### src/hw/rtl/flash_job_chunk_sequencer_macros.svh
// Assertion macros for the flash job chunk sequencer.
// No dependencies; the using module provides clk and rst_n.
`ifndef FLASH_JOB_CHUNK_SEQUENCER_MACROS_SVH
`define FLASH_JOB_CHUNK_SEQUENCER_MACROS_SVH
`define FJCS_ASSERT_IMP(label, a, c) \
    label: assert property (@(posedge clk) disable iff (!rst_n) (a) |-> (c)) \
        else $error("assertion failed");
`define FJCS_ASSERT_NEXT(label, a, c) \
    label: assert property (@(posedge clk) disable iff (!rst_n) (a) |=> (c)) \
        else $error("assertion failed");
`endif

### src/hw/rtl/fjcs_pkg.sv
// Package for the flash job chunk sequencer: payload types and codes.
// No dependencies.
`timescale 1ns / 1ps
package fjcs_pkg;
    typedef struct packed {
        logic [2:0]  req_type;
        logic [3:0]  instance_id;
        logic [31:0] address;
        logic [31:0] length;
        logic        buffer_present;
        logic [1:0]  hw_status;
        logic        hw_accept;
    } fjcs_in_t;

    typedef struct packed {
        logic        ret_ok;
        logic [2:0]  error_code;
        logic [2:0]  job_result;
        logic        cmd_valid;
        logic [1:0]  cmd_op;
        logic [31:0] cmd_address;
        logic [24:0] cmd_length;
        logic        cancel;
    } fjcs_out_t;

    localparam logic [2:0] REQ_READ = 3'd0;
    localparam logic [2:0] REQ_WRITE = 3'd1;
    localparam logic [2:0] REQ_ERASE = 3'd2;
    localparam logic [2:0] REQ_BLANK = 3'd3;
    localparam logic [2:0] REQ_TICK = 3'd4;
    localparam logic [2:0] REQ_ECC = 3'd5;
    localparam logic [2:0] REQ_DEINIT = 3'd6;
    localparam logic [2:0] REQ_INIT = 3'd7;

    localparam logic [2:0] ERR_NONE = 3'd0;
    localparam logic [2:0] ERR_UNINIT = 3'd1;
    localparam logic [2:0] ERR_INST = 3'd2;
    localparam logic [2:0] ERR_PTR = 3'd3;
    localparam logic [2:0] ERR_ADDR = 3'd4;
    localparam logic [2:0] ERR_LEN = 3'd5;
    localparam logic [2:0] ERR_PEND = 3'd6;

    localparam logic [2:0] RES_OK = 3'd0;
    localparam logic [2:0] RES_PENDING = 3'd1;
    localparam logic [2:0] RES_FAILED = 3'd2;
    localparam logic [2:0] RES_INCONS = 3'd3;
    localparam logic [2:0] RES_ECC = 3'd4;

    localparam logic [2:0] ACT_IDLE = 3'd0;
    localparam logic [2:0] ACT_BLANK = 3'd4;

    localparam logic [1:0] HW_IDLE = 2'd0;
    localparam logic [1:0] HW_ERROR = 2'd2;

    localparam logic [2:0] CFG_START = 3'd0;
    localparam logic [2:0] CFG_SCOUNT = 3'd1;
    localparam logic [2:0] CFG_SSIZE = 3'd2;
    localparam logic [2:0] CFG_RGRAN = 3'd3;
    localparam logic [2:0] CFG_PAGE = 3'd4;
endpackage

### src/hw/rtl/flash_job_chunk_sequencer.sv
// Flash job chunk sequencer: request checks, job store and chunk issue.
// Depends on fjcs_pkg and flash_job_chunk_sequencer_macros.svh.
// Job requests (read/write/erase/blank) pass through S_BOUND and the shared restoring
// divider (two 33-bit remainders, one bit a cycle) before S_EXEC; other requests go to S_EXEC.
// Throughput: one item at a time, in_stall high until the result is taken.
// Reset: all instances idle with result OK, block uninitialized, registers at defaults.
`timescale 1ns / 1ps
`include "flash_job_chunk_sequencer_macros.svh"
module flash_job_chunk_sequencer #(
    parameter int INSTANCES = 1
) (
    input  logic               clk,
    input  logic               rst_n,
    input  logic               in_valid,
    output logic               in_stall,
    input  fjcs_pkg::fjcs_in_t in_data,
    output logic               out_valid,
    input  logic               out_stall,
    output fjcs_pkg::fjcs_out_t out_data,
    input  logic               cfg_we,
    input  logic [2:0]         cfg_index,
    input  logic [31:0]        cfg_data
);
    import fjcs_pkg::*;

    localparam int IW = (INSTANCES > 1) ? $clog2(INSTANCES) : 1;

    typedef enum logic [2:0] {S_IDLE, S_BOUND, S_DIV1, S_DIV2, S_EXEC, S_OUT} state_t;

    state_t      state_reg;
    fjcs_in_t    req_reg;
    fjcs_out_t   out_reg;
    logic [31:0] start_reg;
    logic [15:0] scount_reg;
    logic [24:0] ssize_reg;
    logic [16:0] rgran_reg;
    logic [16:0] page_reg;
    logic        init_reg;
    logic [2:0]  res_reg [INSTANCES];
    logic [2:0]  act_reg [INSTANCES];
    logic [31:0] caddr_reg [INSTANCES];
    logic [31:0] rem_reg [INSTANCES];
    logic [24:0] chunk_reg [INSTANCES];
    logic [40:0] end_reg;
    logic [2:0]  err_reg;
    logic [32:0] dvd_reg;
    logic [32:0] prem_reg;
    logic [5:0]  cnt_reg;
    logic [24:0] align_reg;

    logic        inst_ok;
    logic [IW-1:0] idx;
    logic [24:0] align_w;
    logic [32:0] trial;
    logic [33:0] sub_w;

    assign inst_ok = {28'd0, req_reg.instance_id} < 32'(INSTANCES);
    assign idx = inst_ok ? req_reg.instance_id[IW-1:0] : '0;
    assign in_stall = (state_reg != S_IDLE);
    assign out_valid = (state_reg == S_OUT);
    assign out_data = out_reg;

    always_comb
    begin
        case (req_reg.req_type)
            REQ_WRITE: align_w = (page_reg == '0) ? 25'd1 : {8'd0, page_reg};
            REQ_ERASE: align_w = (ssize_reg == '0) ? 25'd1 : ssize_reg;
            default:   align_w = (rgran_reg == '0) ? 25'd1 : {8'd0, rgran_reg};
        endcase
    end

    assign trial = {prem_reg[31:0], dvd_reg[32]};
    assign sub_w = {1'b0, trial} - {9'd0, align_reg};

    always_ff @(posedge clk or negedge rst_n)
    begin
        if (!rst_n)
        begin
            state_reg <= S_IDLE;
            start_reg <= '0;
            scount_reg <= 16'd1;
            ssize_reg <= 25'd4096;
            rgran_reg <= 17'd1;
            page_reg <= 17'd4;
            init_reg <= 1'b0;
            for (int i = 0; i < INSTANCES; i++)
            begin
                res_reg[i] <= RES_OK;
                act_reg[i] <= ACT_IDLE;
                caddr_reg[i] <= '0;
                rem_reg[i] <= '0;
                chunk_reg[i] <= '0;
            end
        end
        else
        begin
            if (cfg_we)
            begin
                case (cfg_index)
                    CFG_START:  start_reg <= cfg_data;
                    CFG_SCOUNT: scount_reg <= cfg_data[15:0];
                    CFG_SSIZE:  ssize_reg <= cfg_data[24:0];
                    CFG_RGRAN:  rgran_reg <= cfg_data[16:0];
                    CFG_PAGE:   page_reg <= cfg_data[16:0];
                    default: ;
                endcase
            end
            case (state_reg)
                S_IDLE:
                begin
                    if (in_valid)
                    begin
                        req_reg <= in_data;
                        state_reg <= (in_data.req_type <= REQ_BLANK) ? S_BOUND : S_EXEC;
                    end
                end
                S_BOUND:
                begin
                    end_reg <= {9'd0, start_reg} + ({25'd0, scount_reg} * {16'd0, ssize_reg});
                    align_reg <= align_w;
                    dvd_reg <= {1'b0, req_reg.address - start_reg};
                    prem_reg <= '0;
                    cnt_reg <= '0;
                    state_reg <= S_DIV1;
                end
                S_DIV1, S_DIV2:
                begin
                    if (cnt_reg == 6'd32)
                    begin
                        cnt_reg <= '0;
                        if (state_reg == S_DIV1)
                        begin
                            err_reg <= (sub_w[33] ? trial : sub_w[32:0]) != '0 ? ERR_ADDR
                                                                                : ERR_NONE;
                            dvd_reg <= {1'b0, req_reg.length};
                            prem_reg <= '0;
                            state_reg <= S_DIV2;
                        end
                        else
                        begin
                            if ((sub_w[33] ? trial : sub_w[32:0]) != '0 && err_reg == ERR_NONE)
                                err_reg <= ERR_LEN;
                            state_reg <= S_EXEC;
                        end
                    end
                    else
                    begin
                        dvd_reg <= {dvd_reg[31:0], 1'b0};
                        prem_reg <= sub_w[33] ? trial : sub_w[32:0];
                        cnt_reg <= cnt_reg + 6'd1;
                    end
                end
                S_EXEC:
                begin
                    logic [2:0]  e;
                    logic [24:0] n;
                    logic        blank;
                    fjcs_out_t   o;
                    o = '0;
                    e = ERR_NONE;
                    blank = act_reg[idx] == ACT_BLANK;
                    if (req_reg.req_type <= REQ_BLANK)
                    begin
                        if (!init_reg) e = ERR_UNINIT;
                        else if (!inst_ok) e = ERR_INST;
                        else if (req_reg.req_type <= REQ_WRITE && !req_reg.buffer_present)
                            e = ERR_PTR;
                        else if (req_reg.length == '0) e = ERR_LEN;
                        else if ({9'd0, req_reg.address} < {9'd0, start_reg}
                                 || {9'd0, req_reg.address} >= end_reg) e = ERR_ADDR;
                        else if (err_reg == ERR_ADDR) e = ERR_ADDR;
                        else if ({9'd0, req_reg.address} + {9'd0, req_reg.length} > end_reg
                                 || err_reg == ERR_LEN) e = ERR_LEN;
                        else if (res_reg[idx] == RES_PENDING) e = ERR_PEND;
                        if (e == ERR_NONE)
                        begin
                            o.ret_ok = 1'b1;
                            res_reg[idx] <= RES_PENDING;
                            act_reg[idx] <= req_reg.req_type + 3'd1;
                            caddr_reg[idx] <= req_reg.address;
                            rem_reg[idx] <= req_reg.length;
                            chunk_reg[idx] <= (req_reg.req_type == REQ_BLANK)
                                ? ((ssize_reg == '0) ? 25'd1 : ssize_reg) : align_reg;
                        end
                        o.job_result = (e == ERR_NONE) ? RES_PENDING
                                     : (inst_ok ? res_reg[idx] : RES_OK);
                    end
                    else if (req_reg.req_type == REQ_TICK || req_reg.req_type == REQ_ECC)
                    begin
                        if (!init_reg) e = ERR_UNINIT;
                        else if (!inst_ok) e = ERR_INST;
                        o.job_result = inst_ok ? res_reg[idx] : RES_OK;
                        if (e == ERR_NONE)
                        begin
                            o.ret_ok = 1'b1;
                            if (req_reg.req_type == REQ_ECC)
                            begin
                                if (res_reg[idx] == RES_PENDING)
                                begin
                                    o.cancel = 1'b1;
                                    act_reg[idx] <= ACT_IDLE;
                                end
                                res_reg[idx] <= RES_ECC;
                                o.job_result = RES_ECC;
                            end
                            else if (res_reg[idx] == RES_PENDING)
                            begin
                                if (req_reg.hw_status == HW_IDLE)
                                begin
                                    if (rem_reg[idx] == '0)
                                    begin
                                        res_reg[idx] <= RES_OK;
                                        act_reg[idx] <= ACT_IDLE;
                                        o.job_result = RES_OK;
                                    end
                                    else
                                    begin
                                        n = (rem_reg[idx] < {7'd0, chunk_reg[idx]})
                                            ? rem_reg[idx][24:0] : chunk_reg[idx];
                                        o.cmd_valid = 1'b1;
                                        o.cmd_op = 2'(act_reg[idx] - 3'd1);
                                        o.cmd_address = caddr_reg[idx];
                                        o.cmd_length = n;
                                        if (req_reg.hw_accept && act_reg[idx] != ACT_IDLE)
                                        begin
                                            caddr_reg[idx] <= caddr_reg[idx] + {7'd0, n};
                                            rem_reg[idx] <= rem_reg[idx] - {7'd0, n};
                                        end
                                        else
                                        begin
                                            res_reg[idx] <= blank ? RES_INCONS : RES_FAILED;
                                            act_reg[idx] <= ACT_IDLE;
                                            o.job_result = blank ? RES_INCONS : RES_FAILED;
                                        end
                                    end
                                end
                                else if (req_reg.hw_status == HW_ERROR)
                                begin
                                    res_reg[idx] <= blank ? RES_INCONS : RES_FAILED;
                                    act_reg[idx] <= ACT_IDLE;
                                    o.job_result = blank ? RES_INCONS : RES_FAILED;
                                end
                            end
                        end
                    end
                    else if (req_reg.req_type == REQ_DEINIT)
                    begin
                        o.job_result = inst_ok ? res_reg[idx] : RES_OK;
                        if (!init_reg) e = ERR_UNINIT;
                        else
                        begin
                            o.ret_ok = 1'b1;
                            init_reg <= 1'b0;
                            for (int i = 0; i < INSTANCES; i++)
                            begin
                                if (res_reg[i] == RES_PENDING)
                                begin
                                    o.cancel = 1'b1;
                                    res_reg[i] <= RES_FAILED;
                                    act_reg[i] <= ACT_IDLE;
                                end
                            end
                            if (inst_ok && res_reg[idx] == RES_PENDING)
                                o.job_result = RES_FAILED;
                        end
                    end
                    else
                    begin
                        o.ret_ok = 1'b1;
                        init_reg <= 1'b1;
                        for (int i = 0; i < INSTANCES; i++)
                        begin
                            res_reg[i] <= RES_OK;
                            act_reg[i] <= ACT_IDLE;
                        end
                        o.job_result = RES_OK;
                    end
                    o.error_code = e;
                    out_reg <= o;
                    state_reg <= S_OUT;
                end
                S_OUT:
                begin
                    if (!out_stall)
                        state_reg <= S_IDLE;
                end
                default: state_reg <= S_IDLE;
            endcase
        end
    end

    `FJCS_ASSERT_IMP(a_cmd_ok, out_valid && out_data.cmd_valid, out_data.ret_ok)
    `FJCS_ASSERT_IMP(a_err_ok, out_valid && out_data.ret_ok, out_data.error_code == ERR_NONE)
    `FJCS_ASSERT_NEXT(a_hold, out_valid && out_stall, out_valid && $stable(out_data))
endmodule
### config.mk
export PLATFORM = sky130hd
export DESIGN_NAME = flash_job_chunk_sequencer
export DESIGN_NICKNAME = d
export VERILOG_FILES = /design/src/hw/rtl/fjcs_pkg.sv /design/src/hw/rtl/flash_job_chunk_sequencer.sv
export VERILOG_INCLUDE_DIRS = /design/src /design/src/hw/rtl
export SDC_FILE = /design/constraint.sdc
export NUM_CORES = 2
export LEC_CHECK = 0
export BUFFER_PORTS_ARGS = -buffer_cell sky130_fd_sc_hd__buf_2
export CAP_MARGIN = 20
export CORE_MARGIN = 10
export CORE_UTILIZATION = 40
export DETAILED_ROUTE_END_ITERATION = 10
export PLACE_DENSITY_LB_ADDON = 0.3
export SLEW_MARGIN = 5
export SYNTH_ARGS = -nofsm -noshare
export SYNTH_HDL_FRONTEND = slang
export SYNTH_SLANG_ARGS = --single-unit
### constraint.sdc
create_clock -name clk -period 11.7 [get_ports clk]
set_input_delay 1.17 -clock clk [delete_from_list [all_inputs] [get_ports clk]]
set_output_delay 1.17 -clock clk [all_outputs]
set_load 0.005 [all_outputs]
==> metrics.md <==
| Metric | Value |
|---|---|
| Outcome | completed |
| Unrepaired setup endpoints after global routing | no |
| Worst relative slew slack | 29.30% |
| Cts hold-fix bufs | 0 |
| Worst-margin pin slew | around 1.1 ns |
| Reg2Reg Depth | 27 |
| Fmax | 120.4 MHz |
| Reg2reg setup slack | 3.40 ns |
| Pin count of the biggest net entering global routing | a little over 100 |
| Reg-to-Reg Start | req_reg[4]$_DFFE_PP_ |
| IO Port Bufs | 184 |
| Core box area | 105600 sq um |
| Post-route cell area | around 47000 sq um |
| Worst skew pair latency | 0.66 ns |
| Final critical-path share of the clock period | 70.96% |
| Largest cells by area after synthesis | edfxtp_1 20%, fa_1 17%, dfrtp_1 12%, ha_1 10%, inv_1 5.1% |
| Share of layout cells above drive strength 1 | roughly a tenth |
| Placed Cells | between 5000 and 6000 |
| RR Endpoint | caddr_reg[7]$_DFFE_PN0P_ |
| Final hold vios | 0 |
| Synthesis-to-finish area growth | 10.56% |
| Req. time, crit path | 12.20 ns |
| Fin Setup TNS | 0 ns |
| Sink Count | 488 |
| Initial Utilization | 40.41% |
| Drt drc | 0 |
| Post-synth EDFFs | about 280 |
| Count leader, synth | inv_1 |
| Top cell type by total area after synthesis | edfxtp_1 |
| Top FF cell, synth | edfxtp_1 |
| CTS tree | built |
| Number of antenna violations at the first check in global routing | 8 |
| Fin. max-slew vios | 0 |
| Setup Fix Bufs, Post-CTS | 0 |
| Yosys warning count | 0 |
| Syn avg cell area | between 9 and 10 sq um |
| Cells after Synth | approximately 4400 |
| Final ANT Viol Nets | 0 |
| Die X-Extent | around 350 um |
| DRT iter0 DRCs | 2628 |
| Total of max-cap violations | 0 |
| Worst path most repeated cell | or3_1 |
| Die footprint | between 100000 and 150000 sq um |
| Tmin final | 8.303 ns |
| Syn Nets | roughly 5200 |
| Mapped Area | 42650 sq um |
| Library cells used by synthesis | 84 |
| Worst-path clk slew | 0.06 ns |
| Via density | between 5 and 6 |
| CP arrival | 8.80 ns |
| Met1 Usage GRT | 27.88% |
| Placed instance area | between 40000 and 50000 sq um |
| Final nets | around 5300 |
| Antenna cells | 0 |
| Chip Height | 346.6 um |
| Tot GR Track Use | 20.97% |
| Post-synth top area share | roughly a fifth |
| Cts repair resizes | 0 |
| Final Setup Violations | 0 |
| Vias | 32487 |
| Met2 Usage GRT | 34.91% |
| Crit-path max FO | 38 |
| Row count | 119 |
| Synth Register Bits | 488 |
| First-pass GRT wire length | 198.7 mm |
| CP startpoint kind | flop |
| Non-Filler Instances | 5905 |
| Max reg flops | between 70 and 80 |
| Max H-tree Level | 2 |
| WL/cell | 21.64 um |
| Hold Path Class | input port to asynchronous set/reset pin |
| Root Driver | clkbuf_16 |
| Fillers | 10080 |
| Max clock buf depth | 3 |
| Worst setup path endpoint | caddr_reg[7]$_DFFE_PN0P_ |
| CP Capture Type | flop |
| Clk_skew | 0.04134 ns |
| Vias in the first global route | 33230 |
| Critical path's slowest cell | and2_2 |
| DR pass1 iterations | 9 |
| Async S/R FF share, synth | 42.21% |
| Slowest stage delay, CP | 0.81 ns |
| DRT Wirelength | approximately 130 mm |
| Num CTS Buffers | 55 |
| Io pins | approximately 190 |
| Sequential share of the synthesized area | 31.95% |
| Synth top cells by count | 574 x inv_1, 556 x nand2_1, 357 x fa_1 |
| Grt met3 use | approximately 2.5% |
| Top Usage Layer GRT | met2 |
| GRT overflow | 0 |
| Crit path from | req_reg[4]$_DFFE_PP_ |
| CP Class | flop to flop |
| Dpl hpwl | around 100 mm |
| GP Congestion | 0.9135 |
==> layout make-up <==
| class | instances | area (sq um) | area share, % |
|---|---|---|---|
| inverter | 574 | 2155 | 4.569 |
| timing repair buffer | 237 | 1336 | 2.834 |
| clock buffer | 77 | 1624 | 3.444 |
| clock inverter | 27 | 420.4 | 0.8915 |
| sequential | 488 | 13630 | 28.90 |
| multi-input combinational | 3111 | 26250 | 55.67 |
| tap | 1391 | 1740 | 3.691 |
==> worst min-delay path by stage <==
stage / start / end / slack [ns]
global placement: act_reg[1]$_DFFE_PN0P_ / act_reg[1]$_DFFE_PN0P_ / 0.48
floorplan: rem_reg[31]$_DFFE_PN0P_ / rem_reg[31]$_DFFE_PN0P_ / 0.45
detailed placement: act_reg[1]$_DFFE_PN0P_ / act_reg[1]$_DFFE_PN0P_ / 0.48
CTS: rst_n / rem_reg[20]$_DFFE_PN0P_ / 0.48
finish: rst_n / caddr_reg[17]$_DFFE_PN0P_ / 0.46
global route: rst_n / caddr_reg[17]$_DFFE_PN0P_ / 0.48
==> cells by family after synthesis <==
group           share of synthesized area [%]
compound gates                          12.17
xor+xnor                                3.142
fa+ha+maj                               27.05
buf+inv                                 6.720
flops                                   31.95
mux                                     5.242
simple gates                            13.73
==> critical path: cells and delay by family (launching register included) <==
kind            cells  cell delay (ns)
compound gates     12             3.30
simple gates        7             2.38
buf+inv             3             0.77
fa+ha+maj           3             0.74
flops               1             0.44
mux                 1             0.37
xor+xnor            1             0.11
==> through the flow <==
stage	hold WS, ns	worst slack, ns	util (%)
final	0.4599	3.397	44.67
after global routing	0.4805	2.879	44.67
after CTS	0.4759	3.392	44.66
after detailed placement	0.4790	3.427	42.72
after global placement	0.4756	3.579	42.72
after floorplan	0.4516	3.165	-
==> layer usage <==
layer  wire [um]  vias up  part of all wire (%)
met5          60        -                 0.047
met4        5118        8                   4.0
met3        6956      196                   5.4
met2       59790      988                    47
met1       55840    16295                    44
li1            -    15000                     -
==> placed cells by master (no fill, tap or decap), types with 48 or more instances in the layout <==
cell type | Yosys | layout
inv_1 | 574 | 574
nand2_1 | 556 | 556
fa_1 | 357 | 357
ha_1 | 351 | 350
edfxtp_1 | 282 | 282
dfrtp_1 | 202 | 202
o21ai_0 | 199 | 199
a21oi_1 | 198 | 198
buf_2 | 5 | 183
nor2_1 | 179 | 178
and2_1 | 164 | 162
a21o_1 | 105 | 105
xnor2_1 | 92 | 92
mux2_2 | 85 | 85
mux2i_1 | 76 | 76
xor2_1 | 61 | 61
clkbuf_16 | 0 | 59
buf_4 | 2 | 52
nor3_1 | 49 | 48
Power is left out: the tool's default activity adds up to more than one toggle a clock period on the data nets, which glitch-free logic cannot reach.
